===== src/hw/rtl/tod_pkg.sv =====
package tod_pkg;

  // configuration port geometry
  localparam int unsigned CfgIdxW  = 3;
  localparam int unsigned CfgDataW = 24;

  // default sample width
  localparam int unsigned SampleBitsDef = 16;

  // register reset values
  localparam logic [14:0] TiltThresholdRst = 15'd1556;
  localparam logic [14:0] AxisMarginRst    = 15'd123;
  localparam logic [14:0] FlatThresholdRst = 15'd3359;
  localparam logic [14:0] GyroNoiseRst     = 15'd64;
  localparam logic [23:0] FlipYawRst       = 24'd1120000;
  localparam logic [3:0]  StableSamplesRst = 4'd3;
  localparam logic [15:0] MinGapRst        = 16'd850;
  localparam logic [1:0]  RotOffsetRst     = 2'd1;

  // yaw decay factor, applied as (yaw * 963) / 1024
  localparam int unsigned DecayMul   = 963;
  localparam int unsigned DecayShift = 10;

  // register indexes
  typedef enum logic [CfgIdxW-1:0] {
    CFG_TILT_THRESHOLD = 3'd0,
    CFG_AXIS_MARGIN    = 3'd1,
    CFG_FLAT_THRESHOLD = 3'd2,
    CFG_GYRO_NOISE     = 3'd3,
    CFG_FLIP_YAW       = 3'd4,
    CFG_STABLE_SAMPLES = 3'd5,
    CFG_MIN_GAP_MS     = 3'd6,
    CFG_ROT_OFFSET     = 3'd7
  } cfg_idx_e;

  // physical orientation codes
  typedef enum logic [2:0] {
    ORIENT_UNKNOWN        = 3'd0,
    ORIENT_PORTRAIT       = 3'd1,
    ORIENT_LANDSCAPE      = 3'd2,
    ORIENT_PORTRAIT_FLIP  = 3'd3,
    ORIENT_LANDSCAPE_FLIP = 3'd4
  } orient_e;

  typedef struct packed {
    logic [14:0] tilt_threshold;
    logic [14:0] axis_margin;
    logic [14:0] flat_threshold;
    logic [14:0] gyro_noise;
    logic [23:0] flip_yaw_threshold;
    logic [3:0]  stable_samples;
    logic [15:0] min_rotation_gap_ms;
    logic [1:0]  rotation_offset;
  } cfg_t;

  typedef struct packed {
    logic [1:0]         committed_rotation;
    logic [1:0]         candidate_rotation;
    logic [3:0]         stable_count;
    orient_e            last_orientation;
    logic signed [31:0] yaw_accumulator;
    logic [15:0]        ms_since_rotation;
  } state_t;

  typedef struct packed {
    logic [1:0] display_rotation;
    orient_e    orientation;
    logic       rotation_changed;
  } result_t;

  localparam cfg_t CfgRst = '{
    tilt_threshold:      TiltThresholdRst,
    axis_margin:         AxisMarginRst,
    flat_threshold:      FlatThresholdRst,
    gyro_noise:          GyroNoiseRst,
    flip_yaw_threshold:  FlipYawRst,
    stable_samples:      StableSamplesRst,
    min_rotation_gap_ms: MinGapRst,
    rotation_offset:     RotOffsetRst
  };

  localparam state_t StateRst = '{
    committed_rotation: 2'd1,
    candidate_rotation: 2'd1,
    stable_count:       4'd0,
    last_orientation:   ORIENT_UNKNOWN,
    yaw_accumulator:    32'sd0,
    ms_since_rotation:  16'd0
  };

  // display rotation from physical rotation
  function automatic logic [1:0] disp_of_phys(logic [1:0] phys, logic [1:0] offset);
    disp_of_phys = phys + offset;
  endfunction

endpackage


===== src/hw/rtl/tod_step.sv =====
module tod_step #(
  parameter int unsigned SAMPLE_BITS = tod_pkg::SampleBitsDef
) (
  input  tod_pkg::cfg_t                 cfg_i,
  input  tod_pkg::state_t               state_i,
  input  logic signed [SAMPLE_BITS-1:0] accel_x_i,
  input  logic signed [SAMPLE_BITS-1:0] accel_y_i,
  input  logic signed [SAMPLE_BITS-1:0] accel_z_i,
  input  logic signed [SAMPLE_BITS-1:0] gyro_z_i,
  input  logic [15:0]                   elapsed_ms_i,
  output tod_pkg::state_t               state_o,
  output tod_pkg::result_t              result_o
);

  localparam int unsigned CmpW  = ((SAMPLE_BITS > 24) ? SAMPLE_BITS : 24) + 2;
  localparam int unsigned ProdW = SAMPLE_BITS + 17;
  localparam int unsigned SumW  = ((ProdW > 33) ? ProdW : 33) + 1;
  localparam int unsigned DecW  = 32 + 11;

  logic [SAMPLE_BITS-1:0] abs_x, abs_y, abs_z, abs_g;
  logic [CmpW-1:0]        cx, cy, cz, cg, c_tilt, c_margin;
  logic [16:0]            ms_sum;
  logic [15:0]            ms_sat;
  logic signed [ProdW-1:0] yaw_prod;
  logic signed [SumW-1:0]  yaw_sum;
  logic signed [31:0]      yaw_int;
  logic signed [DecW-1:0]  dec_prod, dec_adj;
  logic signed [31:0]      yaw_dec;
  logic signed [31:0]      yaw_new;
  logic [32:0]             yaw_mag;
  logic                    is_flat, gyro_active, do_flip;
  tod_pkg::orient_e        tilt_orient;
  logic [1:0]              tilt_target;

  // magnitudes, most negative value maps to its unsigned magnitude
  assign abs_x = accel_x_i[SAMPLE_BITS-1] ? SAMPLE_BITS'(-accel_x_i) : accel_x_i;
  assign abs_y = accel_y_i[SAMPLE_BITS-1] ? SAMPLE_BITS'(-accel_y_i) : accel_y_i;
  assign abs_z = accel_z_i[SAMPLE_BITS-1] ? SAMPLE_BITS'(-accel_z_i) : accel_z_i;
  assign abs_g = gyro_z_i[SAMPLE_BITS-1]  ? SAMPLE_BITS'(-gyro_z_i)  : gyro_z_i;

  assign cx       = CmpW'(abs_x);
  assign cy       = CmpW'(abs_y);
  assign cz       = CmpW'(abs_z);
  assign cg       = CmpW'(abs_g);
  assign c_tilt   = CmpW'(cfg_i.tilt_threshold);
  assign c_margin = CmpW'(cfg_i.axis_margin);

  // saturating elapsed time since last commit
  assign ms_sum = 17'(state_i.ms_since_rotation) + 17'(elapsed_ms_i);
  assign ms_sat = ms_sum[16] ? 16'hFFFF : ms_sum[15:0];

  // dominant tilt axis
  always_comb begin
    tilt_orient = tod_pkg::ORIENT_UNKNOWN;
    tilt_target = state_i.committed_rotation;
    priority if (cx < c_tilt && cy < c_tilt) begin
      tilt_orient = tod_pkg::ORIENT_UNKNOWN;
    end else if (cx >= cy + c_margin) begin
      if (!accel_x_i[SAMPLE_BITS-1]) begin
        tilt_orient = tod_pkg::ORIENT_PORTRAIT;
        tilt_target = tod_pkg::disp_of_phys(2'd0, cfg_i.rotation_offset);
      end else begin
        tilt_orient = tod_pkg::ORIENT_PORTRAIT_FLIP;
        tilt_target = tod_pkg::disp_of_phys(2'd2, cfg_i.rotation_offset);
      end
    end else if (cy >= cx + c_margin) begin
      if (!accel_y_i[SAMPLE_BITS-1]) begin
        tilt_orient = tod_pkg::ORIENT_LANDSCAPE;
        tilt_target = tod_pkg::disp_of_phys(2'd1, cfg_i.rotation_offset);
      end else begin
        tilt_orient = tod_pkg::ORIENT_LANDSCAPE_FLIP;
        tilt_target = tod_pkg::disp_of_phys(2'd3, cfg_i.rotation_offset);
      end
    end else begin
      // neither axis dominates by the margin
      tilt_orient = tod_pkg::ORIENT_UNKNOWN;
    end
  end

  // yaw integration, saturated to 32 bits
  assign yaw_prod = ProdW'(gyro_z_i) * ProdW'($signed({1'b0, elapsed_ms_i}));
  assign yaw_sum  = SumW'(state_i.yaw_accumulator) + SumW'(yaw_prod);
  always_comb begin
    if (yaw_sum > SumW'(32'sh7FFF_FFFF)) begin
      yaw_int = 32'sh7FFF_FFFF;
    end else if (yaw_sum < -SumW'(33'sh0_8000_0000)) begin
      yaw_int = 32'sh8000_0000;
    end else begin
      yaw_int = 32'(yaw_sum);
    end
  end

  // yaw decay, truncated toward zero
  assign dec_prod = DecW'(state_i.yaw_accumulator) * DecW'(tod_pkg::DecayMul);
  assign dec_adj  = dec_prod + (dec_prod[DecW-1] ? DecW'((1 << tod_pkg::DecayShift) - 1)
                                                 : DecW'(0));
  assign yaw_dec  = 32'(dec_adj >>> tod_pkg::DecayShift);

  assign is_flat     = cz >= CmpW'(cfg_i.flat_threshold);
  assign gyro_active = cg > CmpW'(cfg_i.gyro_noise);
  assign yaw_new     = gyro_active ? yaw_int : yaw_dec;
  assign yaw_mag     = yaw_new[31] ? 33'(-34'(yaw_new)) : 33'(yaw_new);
  assign do_flip     = (tilt_orient == tod_pkg::ORIENT_UNKNOWN) && is_flat &&
                       (yaw_mag >= 33'(cfg_i.flip_yaw_threshold));

  // candidate tracking and commit
  always_comb begin
    logic [1:0]       target;
    tod_pkg::orient_e orient;
    logic             changed;
    state_o = state_i;
    state_o.ms_since_rotation = ms_sat;
    target  = tilt_target;
    orient  = tilt_orient;
    changed = 1'b0;

    if (tilt_orient == tod_pkg::ORIENT_UNKNOWN) begin
      if (!is_flat) begin
        state_o.yaw_accumulator = 32'sd0;
      end else if (do_flip) begin
        target = state_i.committed_rotation + 2'd2;
        orient = tod_pkg::orient_e'(3'(2'(target - cfg_i.rotation_offset)) + 3'd1);
        state_o.yaw_accumulator    = 32'sd0;
        state_o.candidate_rotation = target;
        state_o.stable_count       = cfg_i.stable_samples;
      end else begin
        state_o.yaw_accumulator = yaw_new;
      end
    end

    state_o.last_orientation = orient;
    if (orient == tod_pkg::ORIENT_UNKNOWN) begin
      state_o.stable_count = 4'd0;
    end else begin
      state_o.yaw_accumulator = 32'sd0;
      priority if (target != state_o.candidate_rotation) begin
        state_o.candidate_rotation = target;
        state_o.stable_count       = 4'd1;
      end else if (state_o.stable_count < cfg_i.stable_samples) begin
        state_o.stable_count = state_o.stable_count + 4'd1;
      end else if (target != state_i.committed_rotation &&
                   ms_sat >= cfg_i.min_rotation_gap_ms) begin
        state_o.committed_rotation = target;
        state_o.ms_since_rotation  = 16'd0;
        changed = 1'b1;
      end else begin
        // already committed or gap not yet met
        changed = 1'b0;
      end
    end

    result_o.display_rotation = state_o.committed_rotation;
    result_o.orientation      = orient;
    result_o.rotation_changed = changed;
  end

endmodule


===== src/hw/rtl/tilt_orientation_detector.sv =====
// channel  | direction | handshake               | payload
// in       | input     | in_valid_i / in_stall_o  | accel_x/y/z, gyro_z, elapsed_ms
// out      | output    | out_valid_o / out_stall_i | display_rotation, orientation,
//          |           |                          | rotation_changed
// cfg      | input     | cfg_we_i                 | cfg_index_i, cfg_data_i
//
// one sample per cycle sustained while the result is not stalled; a beat lands in
// the input register, and the whole tilt/yaw/commit update runs combinationally
// from it into the result register and the state registers.
// the state feedback (yaw multiply-add and commit decision) sets the cycle.
// reset returns the configuration and state registers to their defaults and empties both stages.
// a stalled result holds, the input register fills behind it, then in_stall_o
// rises until the result beat is taken.
module tilt_orientation_detector #(
  parameter int unsigned SAMPLE_BITS = tod_pkg::SampleBitsDef
) (
  input  logic                          clk_i,
  input  logic                          rst_ni,
  input  logic                          cfg_we_i,
  input  logic [tod_pkg::CfgIdxW-1:0]   cfg_index_i,
  input  logic [tod_pkg::CfgDataW-1:0]  cfg_data_i,
  input  logic                          in_valid_i,
  output logic                          in_stall_o,
  input  logic signed [SAMPLE_BITS-1:0] accel_x_i,
  input  logic signed [SAMPLE_BITS-1:0] accel_y_i,
  input  logic signed [SAMPLE_BITS-1:0] accel_z_i,
  input  logic signed [SAMPLE_BITS-1:0] gyro_z_i,
  input  logic [15:0]                   elapsed_ms_i,
  output logic                          out_valid_o,
  input  logic                          out_stall_i,
  output logic [1:0]                    display_rotation_o,
  output logic [2:0]                    orientation_o,
  output logic                          rotation_changed_o
);

  tod_pkg::cfg_t    cfg_q;
  tod_pkg::state_t  state_q, state_d;
  tod_pkg::result_t res_d, res_q;

  logic                          in_valid_q, out_valid_q;
  logic signed [SAMPLE_BITS-1:0] ax_q, ay_q, az_q, gz_q;
  logic [15:0]                   dt_q;
  logic                          in_accept, advance;

  // handshake
  assign advance    = in_valid_q && (!out_valid_q || !out_stall_i);
  assign in_stall_o = in_valid_q && !advance;
  assign in_accept  = in_valid_i && !in_stall_o;

  // configuration registers
  always_ff @(posedge clk_i or negedge rst_ni) begin
    if (!rst_ni) begin
      cfg_q <= tod_pkg::CfgRst;
    end else if (cfg_we_i) begin
      unique case (tod_pkg::cfg_idx_e'(cfg_index_i))
        tod_pkg::CFG_TILT_THRESHOLD: cfg_q.tilt_threshold      <= cfg_data_i[14:0];
        tod_pkg::CFG_AXIS_MARGIN:    cfg_q.axis_margin         <= cfg_data_i[14:0];
        tod_pkg::CFG_FLAT_THRESHOLD: cfg_q.flat_threshold      <= cfg_data_i[14:0];
        tod_pkg::CFG_GYRO_NOISE:     cfg_q.gyro_noise          <= cfg_data_i[14:0];
        tod_pkg::CFG_FLIP_YAW:       cfg_q.flip_yaw_threshold  <= cfg_data_i[23:0];
        tod_pkg::CFG_STABLE_SAMPLES: cfg_q.stable_samples      <= cfg_data_i[3:0];
        tod_pkg::CFG_MIN_GAP_MS:     cfg_q.min_rotation_gap_ms <= cfg_data_i[15:0];
        tod_pkg::CFG_ROT_OFFSET:     cfg_q.rotation_offset     <= cfg_data_i[1:0];
        default:                     cfg_q <= cfg_q;
      endcase
    end
  end

  // input register control
  always_ff @(posedge clk_i or negedge rst_ni) begin
    if (!rst_ni) begin
      in_valid_q <= 1'b0;
    end else if (in_accept) begin
      in_valid_q <= 1'b1;
    end else if (advance) begin
      in_valid_q <= 1'b0;
    end
  end

  // input register payload
  always_ff @(posedge clk_i) begin
    if (in_accept) begin
      ax_q <= accel_x_i;
      ay_q <= accel_y_i;
      az_q <= accel_z_i;
      gz_q <= gyro_z_i;
      dt_q <= elapsed_ms_i;
    end
  end

  // combinational detector update
  tod_step #(
    .SAMPLE_BITS(SAMPLE_BITS)
  ) u_step (
    .cfg_i       (cfg_q),
    .state_i     (state_q),
    .accel_x_i   (ax_q),
    .accel_y_i   (ay_q),
    .accel_z_i   (az_q),
    .gyro_z_i    (gz_q),
    .elapsed_ms_i(dt_q),
    .state_o     (state_d),
    .result_o    (res_d)
  );

  // detector state
  always_ff @(posedge clk_i or negedge rst_ni) begin
    if (!rst_ni) begin
      state_q <= tod_pkg::StateRst;
    end else if (advance) begin
      state_q <= state_d;
    end
  end

  // result register control
  always_ff @(posedge clk_i or negedge rst_ni) begin
    if (!rst_ni) begin
      out_valid_q <= 1'b0;
    end else if (advance) begin
      out_valid_q <= 1'b1;
    end else if (!out_stall_i) begin
      out_valid_q <= 1'b0;
    end
  end

  // result register payload
  always_ff @(posedge clk_i) begin
    if (advance) begin
      res_q <= res_d;
    end
  end

  assign out_valid_o        = out_valid_q;
  assign display_rotation_o = res_q.display_rotation;
  assign orientation_o      = res_q.orientation;
  assign rotation_changed_o = res_q.rotation_changed;

`ifndef NO_ASSERTIONS
  // a commit always comes from a known or flipped orientation
  a_commit_known: assert property (@(posedge clk_i) disable iff (!rst_ni)
    out_valid_o && rotation_changed_o |-> orientation_o != tod_pkg::ORIENT_UNKNOWN)
    else $error("commit reported with unknown orientation");

  // committed rotation moves only on a committing update
  a_commit_source: assert property (@(posedge clk_i) disable iff (!rst_ni)
    !$stable(state_q.committed_rotation) |-> $past(advance && res_d.rotation_changed))
    else $error("committed rotation changed without a commit");

  // input stalls only while the input register is occupied and blocked
  a_stall_cause: assert property (@(posedge clk_i) disable iff (!rst_ni)
    in_stall_o |-> in_valid_q && out_valid_q && out_stall_i)
    else $error("input stalled without a blocked result");

  // a committing result shows the rotation it committed
  a_commit_shown: assert property (@(posedge clk_i) disable iff (!rst_ni)
    advance && res_d.rotation_changed |=> display_rotation_o == state_q.committed_rotation)
    else $error("result does not show committed rotation");
`endif

endmodule


===== config.mk =====
export PLATFORM = sky130hd
export DESIGN_NAME = tilt_orientation_detector
export DESIGN_NICKNAME = d
export VERILOG_FILES = /design/src/hw/rtl/tod_pkg.sv /design/src/hw/rtl/tod_step.sv /design/src/hw/rtl/tilt_orientation_detector.sv
export SDC_FILE = /design/constraint.sdc
export NUM_CORES = 2
export LEC_CHECK = 0
export BUFFER_PORTS_ARGS = -buffer_cell sky130_fd_sc_hd__buf_4
export CAP_MARGIN = 0
export CORE_ASPECT_RATIO = 0.9
export CORE_MARGIN = 3
export CORE_UTILIZATION = 48
export DETAILED_ROUTE_END_ITERATION = 16
export GPL_ROUTABILITY_DRIVEN = 1
export PLACE_DENSITY = 0.75
export SLEW_MARGIN = 20
export SYNTH_ARGS = -nofsm -noshare
export SYNTH_HDL_FRONTEND = slang
export SYNTH_HIERARCHICAL = 1
export SYNTH_SLANG_ARGS = --single-unit

===== constraint.sdc =====
create_clock -name clk_i -period 37.2 [get_ports clk_i]
set_input_delay 3.72 -clock clk_i [delete_from_list [all_inputs] [get_ports clk_i]]
set_output_delay 3.72 -clock clk_i [all_outputs]
set_load 0.01 [all_outputs]

======== Yosys cells after proc, flatten, opt, wreduce, memory -nomap -nowiden ========
Index checks and enable logic that the tools add are counted.
word-level totals
  ROM bits ................................ 0
  output and inout port bits .............. 8
  input port bits ......................... 112
  logic and storage cells ................. 139
  RAM bits ................................ 0
  flip-flop bits (word level) ............. 250
  memories ................................ 0
  latch bits .............................. 0
operators by class
  add/sub/neg operators ................... 17
  multipliers ............................. 2
  order comparisons ....................... 11
  equal/unequal tests ..................... 11
  mux-type cells .......................... 49
  shift-type cells ........................ 0
  reductions and logical operators ........ 26
  bitwise logic cells ..................... 0
  divide/modulo/power cells ............... 0
operator list
  cell                      count
  $mux W32                  6
  $mux W16                  8
  $neg A16 Y16              4
  $ge A16 B26 Y1            2
  $mux W48                  1
  $mul A32 B11 Y43 const B  1
  $add A42 B42 Y42          1
  $add A16 B15 Y17          2
  $add A32 B33 Y34          1
  $gt A34 B32 Y1 const B    1
  $lt A34 B32 Y1 const B    1
  $ge A33 B24 Y1            1
  $mul A16 B17 Y33          1
  $mux W33                  1
  $neg A32 Y33              1
  $lt A16 B15 Y1            2
  $mux W2                   13
  $mux W3                   7
  $mux W6                   3
  $reduce_and A2 Y1         9
  $add A16 B16 Y17          1
  $ge A16 B15 Y1            1
  $ge A16 B16 Y1            1
  $gt A16 B15 Y1            1
  other kinds (21)          46

======== Logic depth before layout (Yosys ltp) ========
  word-level depth ........................ 19
  mapped depth ............................ 58
  gate-level depth less buffers ........... 54

======== Modules after synthesis ========
Netlist, hierarchy kept.
modules (own cells, without submodules)
  module                     area each (um^2)  times used  cells each  seq. area each (um^2)
  tod_step                   26524.2           1           3423        0.0
  tilt_orientation_detector  9017.4            1           452         6805.3

======== Worst setup path before layout ========
OpenSTA, ideal clock, no wires.
  kind .................................... register to register
  start point ............................. reg state_q[25] (netlist bit)
  end point ............................... reg state_q[53] (netlist bit)
  arrival time ............................ 11944 ps
  slack ................................... 25132 ps
  data required time ...................... 37075 ps
  clock period less this slack ............ 12068 ps
  cell stages (with the launch flop) ...... 57
  library setup time ...................... 125 ps
  path through ............................ dfrtp_1 > ha_1 > inv_1 > fa_1 > inv_1 > fa_1 > inv_1 > fa_1 > inv_1 > fa_1 > ha_1 > buf_2 > nand3_1 > a21boi_0 > or3_1 > o21ai_1 > nand3_1 > xnor2_1 > [21 not listed] > a21oi_1 > o21ai_0 > a221oi_1 > o21bai_1 > a221oi_1 > and4_1 > and3_1 > buf_2 > a21boi_4 > mux2_2 > ha_1 > a21oi_1 > o221ai_2 > or2_1 > buf_2 > or3_1 > and3_1 > mux2_2
RTL lines
  item                    RTL line                          text
  from (decl)             tilt_orientation_detector.sv:37   tod_pkg::state_t state_q, state_d;
  from (signal assigned)  tilt_orientation_detector.sv:109  state_q <= tod_pkg::StateRst;
  from (signal assigned)  tilt_orientation_detector.sv:111  state_q <= state_d;

==> impl_results.md <==
- Hold crit path type: reg -> reg
- Gate power share: 77.6%
- Die Y: 264 um
- First-pass GRT wire length: 149000 um
- Syn Nets: 4734
- Clock group share of total power: 9.4%
- Htree depth: 1
- LEAKAGE: 18.3 nW
- Dpl hpwl: 76100 um
- Fin nets: 4761
- Clock sink count: 250
- Final period util: 39.1%
- Most common cell on crit path: fa_1
- CTS root buffer: clkbuf_16
- Gate Count Post-Synth: 3866
- CTS tree: yes
- Internal power: 0.00140 W
- Placer Congestion: 0.997
- Outcome: completed
- DRT antenna net count: 0
- Switching Power: 0.00158 W
- # IOs: 120
- RSZ-0062 raised after global routing: no
- Power share of the sequential group: 13.0%
- Clock transition at path regs: 0.06 ns
- Vias per inst: 5.72
- Clk_skew: 0.0283 ns
- F_max: 0.0688 GHz
- Min-Delay Path Depth: 1
- Crit path time final: 14.54 ns
- PortBufs: 119
- Synth warn: 6
- Sum Neg Setup Slack: 0 ns
- Die footprint: 77100 um2
- Final non-filler cell area: 37900 um2
- DRC viols: 0
- Sw Share: 53.0%
- Placed instance area: 37000 um2
- Max FO, Critical Path: 23
- Slew HR: 22.6%
- DRT Pass-1 Iters: 6
- Core footprint: 72300 um2
- Grt ovf: 0
- Largest net degree at the start of global routing: 70
- PostCTS Resize Cnt: 0
- Starting DRT DRC Count: 2156
- N_diodes: 0
- Finish-stage setup viols: 0
- Initial antenna violation count: 0
- Worst-margin pin slew: 1.13 ns
- Vias in the first global route: 27600
- WL final: 94400 um
- Post-CTS Setup Inserts: 0
- Crit-path slowest cell: edfxtp_1
- Syn avg cell area: 9.16 um2
- Clock network latency to the later pin of the worst-skew pair: 0.61 ns
- Mapped cell area: 35400 um2
- Hold_buf cts: 0
- Max-cap violations: 0
- Starting Density: 49.0%
- Critical path class: reg -> reg
- Deepest clock path buffer count: 3
- CP max stage delay: 0.80 ns
- Cell row count: 93
- Reg2reg path depth: 47
- Area growth syn-to-layout: 7.04%
- All-Layer GR Usage: 24.3%
- FILL cells: 6495
- CP Capture Type: register
- Routed vias: 27800
- Layout cells sized above 1: 11.0%
- WL/cell: 19.4 um
- Num CTS Buffers: 28
- CP Launch Type: register
- Power Density: 78.6 nW/um2
- Crit path required time: 37.73 ns
- Chip width: 292 um
- Final hold violations: 0
- Max Slew Vio Count: 0
- Worst EP arrival: 15.07 ns
- Peak supply drop: 116 uV
-- power by group through the flow --
stage	clock network (W)	logic, W	registers (W)
2_1_floorplan	0	0.00173	0.000369
3_3_place_gp	0	0.00223	0.000389
3_5_place_dp	0	0.00225	0.000391
4_1_cts	0.000288	0.00228	0.000387
5_1_grt	0.000299	0.00259	0.000394
6_report	0.000280	0.00231	0.000387
-- metrics by stage --
step                utilization (%)  setup slack (ns)  hold slack [ns]  power (W)  std cells
floorplan                         -             25.13            0.443    0.00210       3866
global placement               51.2             22.94            0.460    0.00262       4813
detailed placement             51.2             22.93            0.472    0.00265       4813
CTS                            52.5             22.90            0.485    0.00295       4865
global route                   52.5             21.56            0.506    0.00328       4865
finish                         52.5             22.66            0.480    0.00298       4865
-- critical path, delay by kind of cell (launching register included) --
kind,cells,cell delay [ns]
AOI/OAI and AO/OA,19,5.06
DFF,1,0.80
xor gates and xnor gates,1,0.16
and+or+nand+nor,11,2.54
adders and majority gates,10,4.45
muxes,3,0.79
buffers and inverters,3,0.61
-- cells in the final DEF (no fill, tap or decap), types with 35 or more instances in the layout --
cell type,instances
and2_1,141
nand4_1,50
edfxtp_1,86
dfrtp_1,129
nand2b_1,42
o21ai_0,153
fa_1,349
xnor2_1,138
mux2_2,153
buf_4,134
nand2_1,284
inv_1,684
xor2_1,51
ha_1,407
nor2_1,172
nand3_1,52
a21oi_1,187
a21o_1,57
dfstp_2,35
o31ai_1,36
-- state kept, by name (all words and copies together), names as in the netlist --
register / flops
state_q: 56
ay_q: 16
ax_q: 16
display_rotation_o: 2
orientation_o: 3
out_valid_o: 1
in_valid_q: 1
dt_q: 16
az_q: 16
cfg_q: 106
rotation_changed_o: 1
gz_q: 16
-- layer usage --
metal	track usage (%)	part of all wire (%)	wire, um
met1	33.6	44	41400
met2	38.9	45	42900
met3	4.82	7.7	7320
met4	6.86	3.0	2820
met5	0	0	0
-- worst paths after layout --
| path | from | endpoint | slack (ns) |
|---|---|---|---|
| setup / recovery | gz_q[15] | state_q[57] | 22.66 |
| hold / removal | in_valid_q | out_valid_o | 0.48 |
| setup reg to reg | gz_q[15] | state_q[57] | 22.66 |
| hold reg to reg | in_valid_q | out_valid_o | 0.48 |
| max in group asynchronous | rst_ni | cfg_q[94] | 32.19 |
| min in group asynchronous | rst_ni | state_q[40] | 3.17 |
-- cell type report --
cell class | count | area (um2) | share of cell area (%)
multi-input combinational | 2794 | 25500 | 67.2
sequential | 250 | 6730 | 17.8
inverter | 684 | 2570 | 6.77
tap | 950 | 1190 | 3.14
timing repair buffer | 135 | 1020 | 2.68
clock buffer | 43 | 817 | 2.16
clock inverter | 9 | 103 | 0.271
(Power assumes the default switching activity.)
